[config.mk]
export PLATFORM = sky130hd
export DESIGN_NAME = ehbt_ctrl
export DESIGN_NICKNAME = d
export VERILOG_FILES = /design/src/sv/ehbt_pkg.sv /design/src/sv/ehbt_ctrl.sv
export SDC_FILE = /design/constraint.sdc
export NUM_CORES = 1
export LEC_CHECK = 0
export ABC_AREA = 1
export ABC_CLOCK_PERIOD_IN_PS = 1570
export BUFFER_PORTS_ARGS = -buffer_cell sky130_fd_sc_hd__buf_2
export CORE_AREA = 2 2 39 41
export CTS_CLUSTER_DIAMETER = 120
export DETAILED_ROUTE_END_ITERATION = 7
export DIE_AREA = 0 0 41 43
export MAX_ROUTING_LAYER = met4
export PLACE_DENSITY = 0.65
export SLEW_MARGIN = 20
export SYNTH_ARGS = -nofsm -noshare
export SYNTH_HDL_FRONTEND = slang
export SYNTH_SLANG_ARGS = --single-unit
[constraint.sdc]
create_clock -name clk -period 1.57 [get_ports clk]
set_clock_uncertainty 0.2 [all_clocks]
set_input_delay 0.0785 -clock clk [delete_from_list [all_inputs] [get_ports clk]]
set_output_delay 0.0785 -clock clk [all_outputs]
set_load 0.02 [all_outputs]
[src/sv/ehbt_pkg.sv]
// Package with the word types, opcodes, status codes and controller states of the edge table.
`default_nettype none
package ehbt_pkg;

  localparam int unsigned BucketBits = 8;
  localparam int unsigned ResultCap = 16;

  typedef enum logic [1:0] {
    OP_CLEAR = 2'd0,
    OP_LOAD  = 2'd1,
    OP_ADD   = 2'd2,
    OP_QUERY = 2'd3
  } opcode_t;

  typedef enum logic [1:0] {
    ST_DONE  = 2'd0,
    ST_DUP   = 2'd1,
    ST_MATCH = 2'd2,
    ST_NONE  = 2'd3
  } status_t;

  typedef struct packed {
    logic [1:0]  opcode;
    logic [15:0] concept_a;
    logic [15:0] concept_b;
    logic [7:0]  edge_weight;
    logic [7:0]  relation;
    logic [6:0]  max_wanted;
  } in_word_t;

  typedef struct packed {
    logic [1:0]  status;
    logic [15:0] out_source;
    logic [15:0] out_target;
    logic [7:0]  out_weight;
    logic [7:0]  out_relation;
    logic        dropped_full;
    logic        last;
  } out_word_t;

  typedef enum logic [3:0] {
    S_INIT,
    S_IDLE,
    S_CLEAR,
    S_FILL,
    S_RD,
    S_CHK,
    S_STORE1,
    S_FILL2,
    S_STORE2,
    S_EMIT,
    S_FINAL
  } state_t;

  typedef struct packed {
    logic load_in;
    logic clear_step;
    logic fill_rd;
    logic sel_b;
    logic rd_entry;
    logic scan_step;
    logic store;
    logic emit_match;
    logic emit_final;
  } cmd_t;

  typedef struct packed {
    logic [1:0] opcode;
    logic clear_done;
    logic scan_end;
    logic hit;
    logic dup;
    logic emit_full;
    logic same_bucket;
    logic out_busy;
  } sts_t;

  function automatic logic [BucketBits-1:0] bucket_of(input logic [15:0] key);
    return key[7:0] ^ key[11:4];
  endfunction

endpackage
`default_nettype wire

[src/sv/ehbt_ctrl.sv]
// Controller state machine that sequences clear, store, duplicate scan and query.
`default_nettype none
module ehbt_ctrl (
  input  wire logic          clk,
  input  wire logic          rst_n,
  input  wire logic          in_valid,
  output logic               in_ready,
  input  wire ehbt_pkg::sts_t sts,
  output ehbt_pkg::cmd_t     cmd
);
  import ehbt_pkg::*;

  state_t state_r, state_nxt;

  always_ff @(posedge clk) begin
    if (!rst_n) begin
      state_r <= S_INIT;
    end else begin
      state_r <= state_nxt;
    end
  end

  always_comb begin
    state_nxt = state_r;
    cmd = '0;
    in_ready = 1'b0;
    unique case (state_r)
      S_INIT: begin
        cmd.clear_step = 1'b1;
        if (sts.clear_done) begin
          state_nxt = S_IDLE;
        end
      end
      S_IDLE: begin
        in_ready = 1'b1;
        if (in_valid) begin
          cmd.load_in = 1'b1;
          state_nxt = (sts.opcode == OP_CLEAR) ? S_CLEAR : S_FILL;
        end
      end
      S_CLEAR: begin
        cmd.clear_step = 1'b1;
        if (sts.clear_done) begin
          state_nxt = S_FINAL;
        end
      end
      S_FILL: begin
        cmd.fill_rd = 1'b1;
        state_nxt = (sts.opcode == OP_LOAD) ? S_STORE1 : S_RD;
      end
      S_RD: begin
        if (sts.scan_end) begin
          state_nxt = (sts.opcode == OP_QUERY) ? S_FINAL : S_STORE1;
        end else begin
          cmd.rd_entry = 1'b1;
          state_nxt = S_CHK;
        end
      end
      S_CHK: begin
        if (sts.opcode == OP_QUERY) begin
          if (sts.hit) begin
            state_nxt = S_EMIT;
          end else begin
            cmd.scan_step = 1'b1;
            state_nxt = S_RD;
          end
        end else if (sts.dup) begin
          state_nxt = S_FINAL;
        end else begin
          cmd.scan_step = 1'b1;
          state_nxt = S_RD;
        end
      end
      S_EMIT: begin
        if (!sts.out_busy) begin
          cmd.emit_match = 1'b1;
          cmd.scan_step = 1'b1;
          state_nxt = sts.emit_full ? S_FINAL : S_RD;
        end
      end
      S_STORE1: begin
        cmd.store = 1'b1;
        state_nxt = sts.same_bucket ? S_FINAL : S_FILL2;
      end
      S_FILL2: begin
        cmd.fill_rd = 1'b1;
        cmd.sel_b = 1'b1;
        state_nxt = S_STORE2;
      end
      S_STORE2: begin
        cmd.store = 1'b1;
        cmd.sel_b = 1'b1;
        state_nxt = S_FINAL;
      end
      S_FINAL: begin
        if (!sts.out_busy) begin
          cmd.emit_final = 1'b1;
          state_nxt = S_IDLE;
        end
      end
      default: state_nxt = S_IDLE;
    endcase
  end

endmodule
`default_nettype wire

==> results by stage, run 1 <==
Global route:
- The number of antenna violations at the first check in global routing is 0.
- The first-pass GRT wire length is 2470 um.
- Entering global routing, the biggest net connects 7 pins.
- The met2 usage in global routing is 0.356.
- The global-route total usage across every layer is 0.212.
- The total global routing overflow is 0.
- The layer with the highest usage is met2.
- The via count of the first global-routing pass is 633.
- For this run, global-route usage on met1 was measured as 0.222.
- For this run, global-route usage on met3 was measured as 0.0314.

Pwr:
- Of the total power, registers draw 0.202.
- The worst-case IR drop observed on VDD is 0.000851 V.
- The internal portion of the total power is 0.488 mW.
- In this run the static leakage power is 0.469 nW.
- The clock group share of total power is 0.115.
- The share of total power dissipated in combinational logic is 0.683.
- Summed over all nets, the switching power comes to 0.573 mW.
- The switching share of total power is 0.540.
- In this run the power density over the cells is 1370 mW/mm^2.

Final layout:
- The repair_antennas step left the layout with diodes totalling 0.
- state_r holds more flip-flops than any other register.
- After filler insertion, the fill cell instance count of the layout stands at 157.
- The area occupied by multi-input gates is 415 um^2.
- The number of cells in the finished layout apart from fillers is 150.
- At the end of the flow, the number of nets in the layout was 148.
- The post-route cell area is 772 um^2.
- The register with the most flip-flops in the layout has 4 of them.
- In the final layout, the registers with the most flip-flops are state_r x4.
- The ratio of cells with drive above 1 in the final layout is 0.381.
- Summing all flip-flop and latch instances after layout gives 87.6 um^2.
- The post-synthesis to final-layout area growth is 50.1%.

Worst setup path:
- The startpoint of the worst-slack reg-to-reg timing path is state_r[0].
- The endpoint of the worst-slack reg-to-reg timing path is state_r[1].
- On the critical path, the stage with the largest delay is an instance of sky130_fd_sc_hd__dfxtp_4.
- The worst setup path is captured at an output port.
- Walking the worst path, the cells encountered are inv_2 -> nor2_2 -> nand2_2 -> nor2_1 -> buf_2.
- On the worst path, the slowest cell contributes a delay of 0.38 ns.
- Measured in cells, the most critical reg-to-reg path has a length of 8.
- The worst setup path is launched from a flop.
- Of all nets on the critical path, the largest fanout is 6.
- The start-to-end type of the worst setup path is flop to output port.
- The critical path required time is 1.29 ns.
- At the worst endpoint, the arrival time is 1.26 ns.
- For flop-to-flop paths, the worst setup slack is 0.06 ns.

Timing:
- The max-slew violation count is 0.
- The final cycle utilization of the critical path is 0.977.
- For the pin with the worst max-slew slack, the measured transition is 0.159 ns.
- The final count of negative-setup-slack endpoints is 0.
- In this run the tightest slew margin relative to its limit is 0.893.
- The number of hold violations in the final report came to 0.
- The routed design could run at a clock period as short as 1.53 ns.
- The maximum clock frequency is 652 MHz.
- Setup repair after global routing could not meet its margin everywhere.
- In the final timing run, aggregate negative setup slack is 0 ns.

Floorplan:
- In this run the horizontal extent of the chip is 41 um.
- 22 I/O pins were placed.
- The vertical die dimension is 43 um.
- The initial cell density of the core is 0.372.
- The initialized floorplan defines 14 standard-cell rows.
- The core footprint is 0.00138 mm^2.
- The total die area is 0.00176 mm^2.

CTS:
- The CTS tree is yes.
- In this run the number of H-tree levels came out at 1.
- The later-pin clock latency in the skew report is 0.23 ns.
- The buffer depth of the longest clock path is 2.
- The tree built by TritonCTS fans out to 4 sinks.
- The root buffer cell is sky130_fd_sc_hd__clkbuf_4.
- TritonCTS created 3 clock buffers.
- After clock tree synthesis, the clock-pin slew on the worst setup and hold paths is 0.03 ns.

Drt:
- Dividing the detail-routed via count by the number of cells gives 4.79.
- The routed layout has 718 vias.
- The detailed-route wire length is 1650 um.
- The count of nets left with antenna violations once routing finished came out at 0.
- After detailed routing, the number of remaining DRC violations is 0.
- Before antenna repair, the detailed router went through 4 iterations.
- The first-iteration detailed-routing DRC count is 12.
- The routed length per placed instance is 11.0 um.

Synth:
- Synthesis produced a netlist with a net count of 116.
- The synthesized instance count is 104.
- The cell area after synthesis is 514 um^2.
- The Yosys warning count is 0.
- In this run, distinct cell masters in the synthesized netlist total 15.
- The per-instance average area after synthesis is 4.94 um^2.
- Counting flops and latches in the post-synthesis netlist gives 4.
- Of the synthesized area, sequential elements account for 0.156.

Worst hold path:
- The path category of the worst min-delay check is input pin to flop.
- The path with the worst hold slack has its endpoint at state_r[0].
- Counting instances, the worst hold path has a depth of 5.
- The launch instance of the worst min-delay path is sts[4].

Placed design:
- Routability-driven placement finished with a final weighted congestion of 0.889.
- The cell total after placement is 144.
- The final HPWL from detailed placement is 1240 um.
- The post-detailed-placement cell area is 662 um^2.
- Input and output buffers added on the ports amount to 21.

Run:
- The tool flagged a number of max-cap violations equal to 0.

Outcome:
- The run finished with clean final reports.
[metrics by stage]
stage / util / total power, mW / worst slack, ns / hold slack [ns]
detailed placement: 0.478 / 0.813 / -0.0118 / 0.133
global placement: 0.478 / 0.815 / 0.0142 / 0.122
finish: 0.558 / 1.06 / 0.0355 / 0.0831
global route: 0.558 / 1.17 / -0.0406 / 0.127
CTS: 0.519 / 0.966 / 0.00340 / 0.0767
floorplan: - / 0.628 / 0.0836 / 0.00432
[power groups by stage]
stage          clock network (mW)  registers [mW]  logic [mW]
2_1_floorplan                   0           0.173       0.454
3_3_place_gp                    0           0.184       0.631
3_5_place_dp                    0           0.187       0.626
4_1_cts                     0.129           0.192       0.645
5_1_grt                     0.141           0.218       0.809
6_report                    0.122           0.214       0.725
[Yosys cell counts]
| master | instances | share of area |
|---|---|---|
| sky130_fd_sc_hd__inv_2 | 1 | 0.0073 |
| sky130_fd_sc_hd__nor2_2 | 3 | 0.037 |
| sky130_fd_sc_hd__nand2_2 | 2 | 0.024 |
| sky130_fd_sc_hd__nor2_1 | 19 | 0.14 |
| sky130_fd_sc_hd__nand3b_1 | 2 | 0.029 |
| sky130_fd_sc_hd__o21ai_2 | 1 | 0.017 |
| sky130_fd_sc_hd__dfxtp_1 | 4 | 0.16 |
| sky130_fd_sc_hd__nand2_1 | 34 | 0.25 |
| sky130_fd_sc_hd__nand3_1 | 8 | 0.078 |
| sky130_fd_sc_hd__a21oi_1 | 1 | 0.0097 |
| sky130_fd_sc_hd__o21ai_0 | 6 | 0.058 |
| sky130_fd_sc_hd__nand4_1 | 3 | 0.037 |
| sky130_fd_sc_hd__a21oi_2 | 1 | 0.017 |
| sky130_fd_sc_hd__or2_0 | 1 | 0.012 |
| sky130_fd_sc_hd__inv_1 | 18 | 0.13 |
[worst max path at each step]
stage / start / to / slack [ns] / cells after the start
6_report: state_r[0] / cmd[8] / 0.04 / 5
5_1_grt: state_r[0] / state_r[0] / -0.04 / 9
4_1_cts: state_r[3] / cmd[3] / 0.003 / 6
3_5_place_dp: state_r[0] / state_r[0] / -0.01 / 9
3_3_place_gp: state_r[0] / state_r[0] / 0.01 / 9
2_1_floorplan: state_r[2] / state_r[0] / 0.08 / 8
[timing repair]
| item | 4_1_cts | 5_1_grt |
|---|---|---|
| hold buffers | 2 | 0 |
| buffers inserted | 0 | 1 |
| gates resized for setup | 6 | 15 |
| endpoints found under the setup margin | 6 | 12 |
| endpoints found under the hold margin | 4 | 0 |
| pin swaps | 0 | 1 |
[area by class of cell]
class / instances / share of cell area
Clock buffer: 3 / 0.0292
Inverter: 19 / 0.0924
Timing Repair Buffer: 27 / 0.201
Multi-Input combinational cell: 81 / 0.538
Tap cell: 16 / 0.0259
Sequential cell: 4 / 0.113
[worst max-delay path, delay by kind of cell (launching register included)]
| kind | cells | cell delay, ns |
|---|---|---|
| simple gates | 3 | 0.40 |
| flops | 1 | 0.38 |
| buf+inv | 2 | 0.24 |
[cells in the final DEF (no fill, tap or decap)]
master,instances
sky130_fd_sc_hd__nand3_1,7
sky130_fd_sc_hd__o21ai_4,1
sky130_fd_sc_hd__clkbuf_4,3
sky130_fd_sc_hd__or2_0,1
sky130_fd_sc_hd__a21oi_2,1
sky130_fd_sc_hd__nand4_1,3
sky130_fd_sc_hd__inv_2,3
sky130_fd_sc_hd__dfxtp_2,3
sky130_fd_sc_hd__a21oi_1,1
sky130_fd_sc_hd__buf_2,21
sky130_fd_sc_hd__nand2_2,4
sky130_fd_sc_hd__nand2_1,32
sky130_fd_sc_hd__dfxtp_4,1
sky130_fd_sc_hd__o21ai_0,6
sky130_fd_sc_hd__nor2_4,4
sky130_fd_sc_hd__nor2_1,13
sky130_fd_sc_hd__dlygate4sd3_1,2
sky130_fd_sc_hd__inv_1,16
sky130_fd_sc_hd__buf_4,4
sky130_fd_sc_hd__nand3_2,1
sky130_fd_sc_hd__nor2_2,5
sky130_fd_sc_hd__nand3b_1,2
[routing by layer]
layer  wire length [um]  vias to the layer above
li1                   -                      382
met5                  0                        -
met1                672                      312
met4                 14                        0
met3                 57                        2
met2                907                       22
[cells by family after synthesis]
logic type | after synthesis | synth area share
AO/OA/AOI/OAI | 9 | 0.102
buffers and inverters | 19 | 0.139
flip-flops | 4 | 0.156
AND/OR/NAND/NOR | 72 | 0.603
Power figures use the tool's default switching activity.
==> run 2: changes to the inputs <==
- ABC_AREA: 1 -> 0
- PLACE_DENSITY: 0.65 -> 0.69
==> results by stage, run 2 <==
Outcome:
- Status: finished with violations (was finished, final reports clean).
- The final reports fail on setup timing.

Worst hold path:
- The path category of the worst min-delay check is input pin to flop (unchanged).
- The launch instance of the worst min-delay path is sts[1] (was sts[4]).

Floorplan:
- The total die area is 0.00176 mm^2 (unchanged).
- The initial cell density of the core is 0.409 (was 0.372).
- The core footprint is 0.00138 mm^2 (unchanged).
- The site row count is 14 (unchanged).
- The I/O pin count is 22 (unchanged).
- The width of the chip is 41 um (unchanged).
- The vertical die dimension is 43 um (unchanged).

CTS:
- The total clock buffers created by CTS is 3 (unchanged).
- The number of sinks driven by the clock tree is 4 (unchanged).
- The H-tree depth came to 1 (unchanged).
- The root buffer cell is sky130_fd_sc_hd__clkbuf_4 (unchanged).
- The clock slew at the register clock pins of the worst setup and hold paths was 0.04 ns (was 0.03 ns).
- The CTS tree is yes (unchanged).
- The buffer depth of the longest clock path is 2 (unchanged).
- The later-pin clock latency in the skew report is 0.25 ns (was 0.23 ns).

Pwr:
- The maximum vdd ir drop is 0.000372 V (was 0.000851 V).
- The leakage component of the power was 0.464 nW (was 0.469 nW).
- The final total power is 0.634 mW (was 1.06 mW).
- The switching share of total power is 0.387 (was 0.540).
- The combinational fraction of design power is 0.587 (was 0.683).
- The cell-internal power is 0.389 mW (was 0.488 mW).
- The total power per unit cell area is 620 mW/mm^2 (was 1370 mW/mm^2).
- The net switching power figure came to 0.245 mW (was 0.573 mW).
- The clock group share of total power is 0.221 (was 0.115).
- The sequential share of power is 0.192 (was 0.202).

Final layout:
- The flip-flop count of the largest register, all copies and words added came to 4 (unchanged).
- The most common library cell in the layout ignoring fill and taps is sky130_fd_sc_hd__buf_4 (was sky130_fd_sc_hd__nand2_1).
- The ratio of cells with drive above 1 in the final layout is 0.577 (was 0.381).
- The register with the most flip-flops was state_r (unchanged).
- The total of fill cells in the finished design is 101 (was 157).
- The number of inserted diodes is 0 (unchanged).
- Commonest non-fill, non-tap cells in the layout: 19 x sky130_fd_sc_hd__buf_4, 13 x sky130_fd_sc_hd__buf_2, 9 x sky130_fd_sc_hd__nand2_1, 9 x sky130_fd_sc_hd__buf_6, 6 x sky130_fd_sc_hd__nand3_1 (was 32 x sky130_fd_sc_hd__nand2_1, 21 x sky130_fd_sc_hd__buf_2, 16 x sky130_fd_sc_hd__inv_1).
- The final net count is 137 (was 148).
- Largest registers: state_r x4 (unchanged).
- The post-synthesis to final-layout area growth is 80.8% (was 50.1%).

Synth:
- The most area-hungry cell type in the Yosys netlist is sky130_fd_sc_hd__dfxtp_1 (was sky130_fd_sc_hd__nand2_1).
- Top cell types by occurrence after synthesis: 11 x sky130_fd_sc_hd__nand2_1, 6 x sky130_fd_sc_hd__nand3_1, 6 x sky130_fd_sc_hd__nor3_1, 5 x sky130_fd_sc_hd__a21oi_1, 4 x sky130_fd_sc_hd__dfxtp_1 (was 34 x sky130_fd_sc_hd__nand2_1, 19 x sky130_fd_sc_hd__nor2_1, 18 x sky130_fd_sc_hd__inv_1, 8 x sky130_fd_sc_hd__nand3_1, 6 x sky130_fd_sc_hd__o21ai_0).
- The post-synth net total is 94 (was 116).
- The part of the Yosys area used for sequential elements came to 0.142 (was 0.156).
- The per-instance average area after synthesis is 6.90 um^2 (was 4.94 um^2).
- The count of flip-flops with a built-in enable after synthesis is 0 (unchanged).
- The fraction of registers with async set or reset after synthesis is 0 (unchanged).
- The most common flop cell mapped by yosys is sky130_fd_sc_hd__dfxtp_1 (unchanged).
- The portion of synthesized cell area occupied by the leading cell type was 0.142 (was 0.248).
- The number of synthesized register bits was 4 (unchanged).
- The synthesized instance count was 82 (was 104).
- The Yosys warning count is 0 (unchanged).
- The unique cell type count in the Yosys netlist was 42 (was 15).
- Synth top area cells: sky130_fd_sc_hd__dfxtp_1 14%, sky130_fd_sc_hd__nand2_1 7.3%, sky130_fd_sc_hd__nand3_1 5.3%, sky130_fd_sc_hd__nor3_1 5.3%, sky130_fd_sc_hd__a21oi_1 4.4% (was sky130_fd_sc_hd__nand2_1 25%, sky130_fd_sc_hd__dfxtp_1 16%, sky130_fd_sc_hd__nor2_1 14%, sky130_fd_sc_hd__inv_1 13%, sky130_fd_sc_hd__nand3_1 7.8%).
- The most common cell in the netlist was sky130_fd_sc_hd__nand2_1 (unchanged).
- The cell area after synthesis is 566 um^2 (was 514 um^2).

Global route:
- The met3 usage in global routing came to 0.0628 (was 0.0314).
- The number of antenna violations at the first check in global routing was 0 (unchanged).
- The first-pass GRT wire length is 3180 um (was 2470 um).
- The met1 capacity usage during global routing was 0.345 (was 0.222).
- The layer with the highest usage was met2 (unchanged).
- The total global routing overflow is 0 (unchanged).
- The global-route total usage across every layer was 0.277 (was 0.212).
- The via count of the first global-routing pass was 727 (was 633).
- The pin count of the biggest net entering global routing was 14 (was 7).
- The met2 usage in global routing is 0.394 (was 0.356).

Worst setup path:
- Critical Path, Cell by Cell: buf_6 -> or2_0 -> or2_1 -> nor3_2 -> buf_4 (was inv_2 -> nor2_2 -> nand2_2 -> nor2_1 -> buf_2).
- The nature of the critical path endpoint was an output port (unchanged).
- The stage delay of the slowest cell on the critical path is 0.36 ns (was 0.38 ns).
- The slack of the worst reg-to-reg path was -0.14 ns (was 0.06 ns).
- The start-to-end type of the worst setup path is flop to output port (unchanged).
- The source of the critical timing path is state_r[0] (unchanged).
- The critical path arrival is 1.53 ns (was 1.26 ns).
- The gate family responsible for the most delay along the worst path was simple AND/OR/NAND/NOR gates (unchanged).
- The largest driver fanout on the critical path is 4 (was 6).
- The critical path launch point type is a flop (unchanged).
- The critical path required time came to 1.29 ns (about the same).
- The startpoint of the worst-slack reg-to-reg timing path is state_r[0] (unchanged).
- The slowest stage cell on the critical path is sky130_fd_sc_hd__dfxtp_4 (unchanged).
- The buffering stage count on the worst path with inverters included is 2 (unchanged).

Drt:
- The number of iterations in the first detailed-routing pass is 4 (unchanged).
- The first-iteration detailed-routing DRC count is 31 (was 12).
- The per-cell via count in the routed design is 5.94 (was 4.79).
- The routed length per placed instance is 16.1 um (was 11.0 um).
- The DRC violation count after routing is 0 (unchanged).
- The residual antenna-violating net count after detailed routing is 0 (unchanged).
- The routed via count was 825 (was 718).
- The detailed-route wire length is 2240 um (was 1650 um).

Timing:
- The max-slew violation count is 0 (unchanged).
- The maximum clock frequency is 553 MHz (was 652 MHz).
- The number of hold violations in the final report is 0 (unchanged).
- The transition time at the pin with the least slew margin is 0.278 ns (was 0.159 ns).
- The final count of negative-setup-slack endpoints was 11 (was 0).
- Unrepaired setup endpoints after global routing: yes (unchanged).
- The final cycle utilization of the critical path is 1.15 (was 0.977).
- The relative max-transition margin is 0.812 (was 0.893).
- The worst hold slack across all endpoints is 0.00948 ns (was 0.0831 ns).
- The smallest setup slack after layout is -0.240 ns (was 0.0355 ns).
- The minimum clock period after layout is 1.81 ns (was 1.53 ns).

Run:
- The count of maximum capacitance violations is 0 (unchanged).

Placed design:
- The final HPWL from detailed placement was 1300 um (was 1240 um).
- The final weighted congestion in routability-driven placement is 0.939 (was 0.889).
- The total of buffers placed on input and output ports is 21 (unchanged).
==> run 2: changes by cell type after synthesis, sizes merged, moves of 4 or more <==
cell   previous run  this run
nor2             22         3
inv              19         3
o21ai             7         3
buf               0         6
nand2            36        11
nor3              0         6
a21oi             2         7
==> run 2: timing repair <==
action,CTS,global route
pin swaps,6,11
buffers inserted,6,4
resized for setup,22,19
endpoints found under the setup margin,10,10
hold buffers,1,0
hold endpoints to repair,4,0
==> run 2: path summary, 6_finish.rpt <==
check,end,cells past startpoint
setup / recovery,cmd[0],5
hold / removal,state_r[0],4
setup reg to reg,state_r[0],9
hold reg to reg,state_r[2],2
==> run 2: per-stage QoR <==
stage	util	worst slack, ns	cells	TNS [ns]	instance area [um^2]
final	0.739	-0.240	139	-1.38	1020
after global routing	0.739	-0.294	139	-1.88	1020
after CTS	0.663	-0.158	135	-0.400	917
after detailed placement	0.566	-0.0855	126	-0.112	783
after global placement	0.566	-0.106	126	-0.171	783
after floorplan	-	-0.0285	82	-0.0347	586
==> run 2: layout make-up <==
class | instances | area (um^2) | share of cell area
clock buffer | 3 | 22.5 | 0.0220
inverter | 4 | 18.8 | 0.0184
multi-input combinational | 68 | 509 | 0.498
sequential | 4 | 92.6 | 0.0906
tap | 16 | 20.0 | 0.0196
timing repair buffer | 44 | 359 | 0.351
==> run 2: cell families after synthesis <==
logic type                synth area share
and+or+nand+nor                      0.367
AOI/OAI and AO/OA                    0.336
buffers and inverters                0.119
DFF                                  0.142
xor gates and xnor gates            0.0155
muxes                               0.0199
==> run 2: routing by layer <==
metal,vias to the layer above,routed length (um)
met4,0,57
met2,46,1130
met3,9,155
met5,-,0
li1,391,-
met1,379,898
==> run 2: power groups by stage <==
stage                     Clock [mW]  Sequential, mW  Combinational (mW)
after floorplan                    0           0.115               0.174
after global placement             0           0.127               0.249
after detailed placement           0           0.126               0.248
after CTS                      0.137           0.124               0.296
after global routing           0.149           0.122               0.398
final                          0.140           0.122               0.372
==> run 2: worst register-to-register path, cell delays in order (launching register included) <==
cell and delay [ns]:
sky130_fd_sc_hd__dfxtp_4 0.36, sky130_fd_sc_hd__buf_6 0.11, sky130_fd_sc_hd__buf_4 0.12, sky130_fd_sc_hd__buf_6 0.13, sky130_fd_sc_hd__buf_6 0.11, sky130_fd_sc_hd__xor2_1 0.12, sky130_fd_sc_hd__nand3_1 0.16, sky130_fd_sc_hd__a21o_1 0.19
sky130_fd_sc_hd__nand2_1 0.07, sky130_fd_sc_hd__a21oi_2 0.03
==> run 3: changes to the inputs <==
- ABC_CLOCK_PERIOD_IN_PS: 1570 -> 2100
- clock period: 1.57 -> 2.1 ns (I/O delays scaled with it)
==> results by stage, run 3 (synthesis results as in run 2) <==
Worst setup path:
- The critical path launch point type is a flop (unchanged).
- The slack of the worst reg-to-reg path is 0.37 ns (was -0.14 ns).
- The critical path arrival is 1.62 ns (was 1.53 ns).
- The nature of the critical path endpoint is an output port (unchanged).
- The critical path required time was 1.79 ns (was 1.29 ns).
- The start-to-end type of the worst setup path is flop to output port (unchanged).
- The largest driver fanout on the critical path is 11 (was 4).
- The number of cells traversed by the worst register-to-register path came to 5 (was 9).
- The endpoint of the worst-slack reg-to-reg timing path was state_r[3] (was state_r[0]).
- The startpoint of the worst-slack reg-to-reg timing path is state_r[0] (unchanged).

Global route:
- The met1 capacity usage during global routing was 0.252 (was 0.345).
- The via count of the first global-routing pass came to 596 (was 727).
- The first-pass GRT wire length is 2460 um (was 3180 um).
- The global-route total usage across every layer was 0.203 (was 0.277).
- The met2 usage in global routing is 0.325 (was 0.394).
- The number of antenna violations at the first check in global routing is 0 (unchanged).
- The layer with the highest usage is met2 (unchanged).
- The met3 usage in global routing is 0.0471 (was 0.0628).
- The total global routing overflow is 0 (unchanged).
- The pin count of the biggest net entering global routing is 22 (was 14).

Timing:
- The final count of negative-setup-slack endpoints is 0 (was 11).
- The relative max-transition margin is 0.709 (was 0.812).
- Based on the critical path, the design can be clocked at up to 518 MHz.
- Unrepaired setup endpoints after global routing: no (was yes).
- The max-slew violation count is 0 (unchanged).
- The final cycle utilization of the critical path is 0.919.
- The number of hold violations in the final report is 0 (unchanged).
- After layout, the minimum clock period comes to 1.93 ns.
- The setup TNS after final layout was 0 ns (was -1.38 ns).
- The transition time at the pin with the least slew margin was 0.435 ns (was 0.278 ns).

Drt:
- The first-iteration detailed-routing DRC count was 19 (was 31).
- The routed length per placed instance is 12.8 um (was 16.1 um).
- The number of iterations in the first detailed-routing pass was 4 (unchanged).
- The per-cell via count in the routed design is 5.78 (was 5.94).
- The detailed-route wire length is 1510 um (was 2240 um).
- The routed via count was 682 (was 825).
- The DRC violation count after routing was 0 (unchanged).
- The residual antenna-violating net count after detailed routing is 0 (unchanged).

Floorplan:
- The site row count came to 14 (unchanged).
- The core footprint is 0.00138 mm^2 (unchanged).
- The initial cell density of the core is 0.409 (unchanged).
- The total die area is 0.00176 mm^2 (unchanged).
- The vertical die dimension is 43 um (unchanged).
- The width of the chip came to 41 um (unchanged).
- The I/O pin count is 22 (unchanged).

Run:
- The count of maximum capacitance violations is 0 (unchanged).

CTS:
- The clock slew at the register clock pins of the worst setup and hold paths was 0.03 ns (was 0.04 ns).
- The total setup buffers inserted after CTS is 0 (was 6).
- The buffer depth of the longest clock path is 2 (unchanged).
- The H-tree depth came to 1 (unchanged).
- The total clock buffers created by CTS was 3 (unchanged).
- The root buffer cell is sky130_fd_sc_hd__clkbuf_4 (unchanged).
- The number of sinks driven by the clock tree is 4 (unchanged).
- The later-pin clock latency in the skew report is 0.23 ns (was 0.25 ns).
- The CTS tree is yes (unchanged).

Outcome:
- Status: finished, final reports clean (was finished with violations).

Worst hold path:
- The hold-critical path depth is 4 (unchanged).
- The worst hold endpoint is state_r[2] (was state_r[0]).
- The launch instance of the worst min-delay path is sts[2] (was sts[1]).
- The path category of the worst min-delay check is input pin to flop (unchanged).

Placed design:
- The final HPWL from detailed placement came to 1140 um (was 1300 um).
- The final weighted congestion in routability-driven placement is 0.812 (was 0.939).
- The total of buffers placed on input and output ports came to 21 (unchanged).

Final layout:
- The flip-flop count of the largest register, all copies and words added is 4 (unchanged).
- The final net count is 116 (was 137).
- The register with the most flip-flops is state_r (unchanged).
- The post-synthesis to final-layout area growth is 20.6% (was 80.8%).
- The total of fill cells in the finished design is 152 (was 101).
- The area occupied by multi-input gates was 418 um^2 (was 509 um^2).
- The sequential cell area came to 81.3 um^2 (was 92.6 um^2).
- The utilization of the core after routing is 0.493 (was 0.739).
- The ratio of cells with drive above 1 in the final layout is 0.314 (was 0.577).
- Largest registers: state_r x4 (unchanged).
- The most common library cell in the layout ignoring fill and taps is sky130_fd_sc_hd__buf_2 (was sky130_fd_sc_hd__buf_4).
- Commonest non-fill, non-tap cells in the layout: 21 x sky130_fd_sc_hd__buf_2, 11 x sky130_fd_sc_hd__nand2_1, 6 x sky130_fd_sc_hd__nor3_1, 6 x sky130_fd_sc_hd__nand3_1, 5 x sky130_fd_sc_hd__a21oi_1 (was 19 x sky130_fd_sc_hd__buf_4, 13 x sky130_fd_sc_hd__buf_2, 9 x sky130_fd_sc_hd__nand2_1, 9 x sky130_fd_sc_hd__buf_6, 6 x sky130_fd_sc_hd__nand3_1).
- The number of inserted diodes is 0 (unchanged).

Pwr:
- The maximum vdd ir drop is 0.000257 V (was 0.000372 V).
- The leakage component of the power was 0.304 nW (was 0.464 nW).
- The total power per unit cell area was 497 mW/mm^2 (was 620 mW/mm^2).
run 3: cell count changes in the layout (fill, tap and decap cells not counted), sizes merged:
cell and delta:
buf -21
run 3: what timing repair did:
item,4_1_cts,5_1_grt
hold buffers,1,0
endpoints found under the hold margin,4,0
endpoints found under the setup margin,0,3
resized for setup,0,1
run 3: where the power goes:
group	switching (mW)	internal, mW
clock	0.0294	0.0638
sequential	0.0216	0.0827
combinational	0.0791	0.0622
total	0.130	0.209
run 3: cell type report:
type / count / share of cell area
clock buffers: 3 / 0.0330
flip-flops and latches: 4 / 0.119
multi-input cells: 68 / 0.613
inverters: 4 / 0.0257
repair buffers: 23 / 0.180
well taps: 16 / 0.0294
run 3: how the worst max path moves through the flow:
stage | start | end | slack (ns) | cells after the start
after floorplan | state_r[0] | cmd[3] | 0.29 | 5
after global placement | state_r[0] | state_r[3] | 0.25 | 5
after detailed placement | state_r[0] | state_r[3] | 0.18 | 5
after CTS | state_r[0] | cmd[3] | 0.07 | 5
after global routing | state_r[2] | cmd[4] | 0.03 | 4
final | state_r[2] | cmd[4] | 0.17 | 4
run 3: layer usage:
layer | share of wire | vias to the layer above
met5 | 0 | -
met4 | 0 | 0
met3 | 0.052 | 0
met2 | 0.51 | 21
met1 | 0.44 | 316
li1 | - | 345
run 3: metrics by stage:
stage / setup slack [ns] / power, mW / instance area, um^2 / cells / hold WS [ns]
floorplan: 0.293 / 0.213 / 566 / 82 / 0.0212
finish: 0.170 / 0.339 / 682 / 118 / 0.0660
detailed placement: 0.179 / 0.242 / 648 / 114 / 0.175
global placement: 0.254 / 0.241 / 648 / 114 / 0.171
CTS: 0.0721 / 0.338 / 681 / 118 / 0.0608
global route: 0.0290 / 0.365 / 682 / 118 / 0.0719
run 3: worst max-delay path: stages, from the launching register on:
cell,delay (ns)
sky130_fd_sc_hd__dfxtp_1,0.58
sky130_fd_sc_hd__inv_4,0.10
sky130_fd_sc_hd__or3_4,0.41
sky130_fd_sc_hd__nor3_1,0.12
sky130_fd_sc_hd__buf_2,0.19
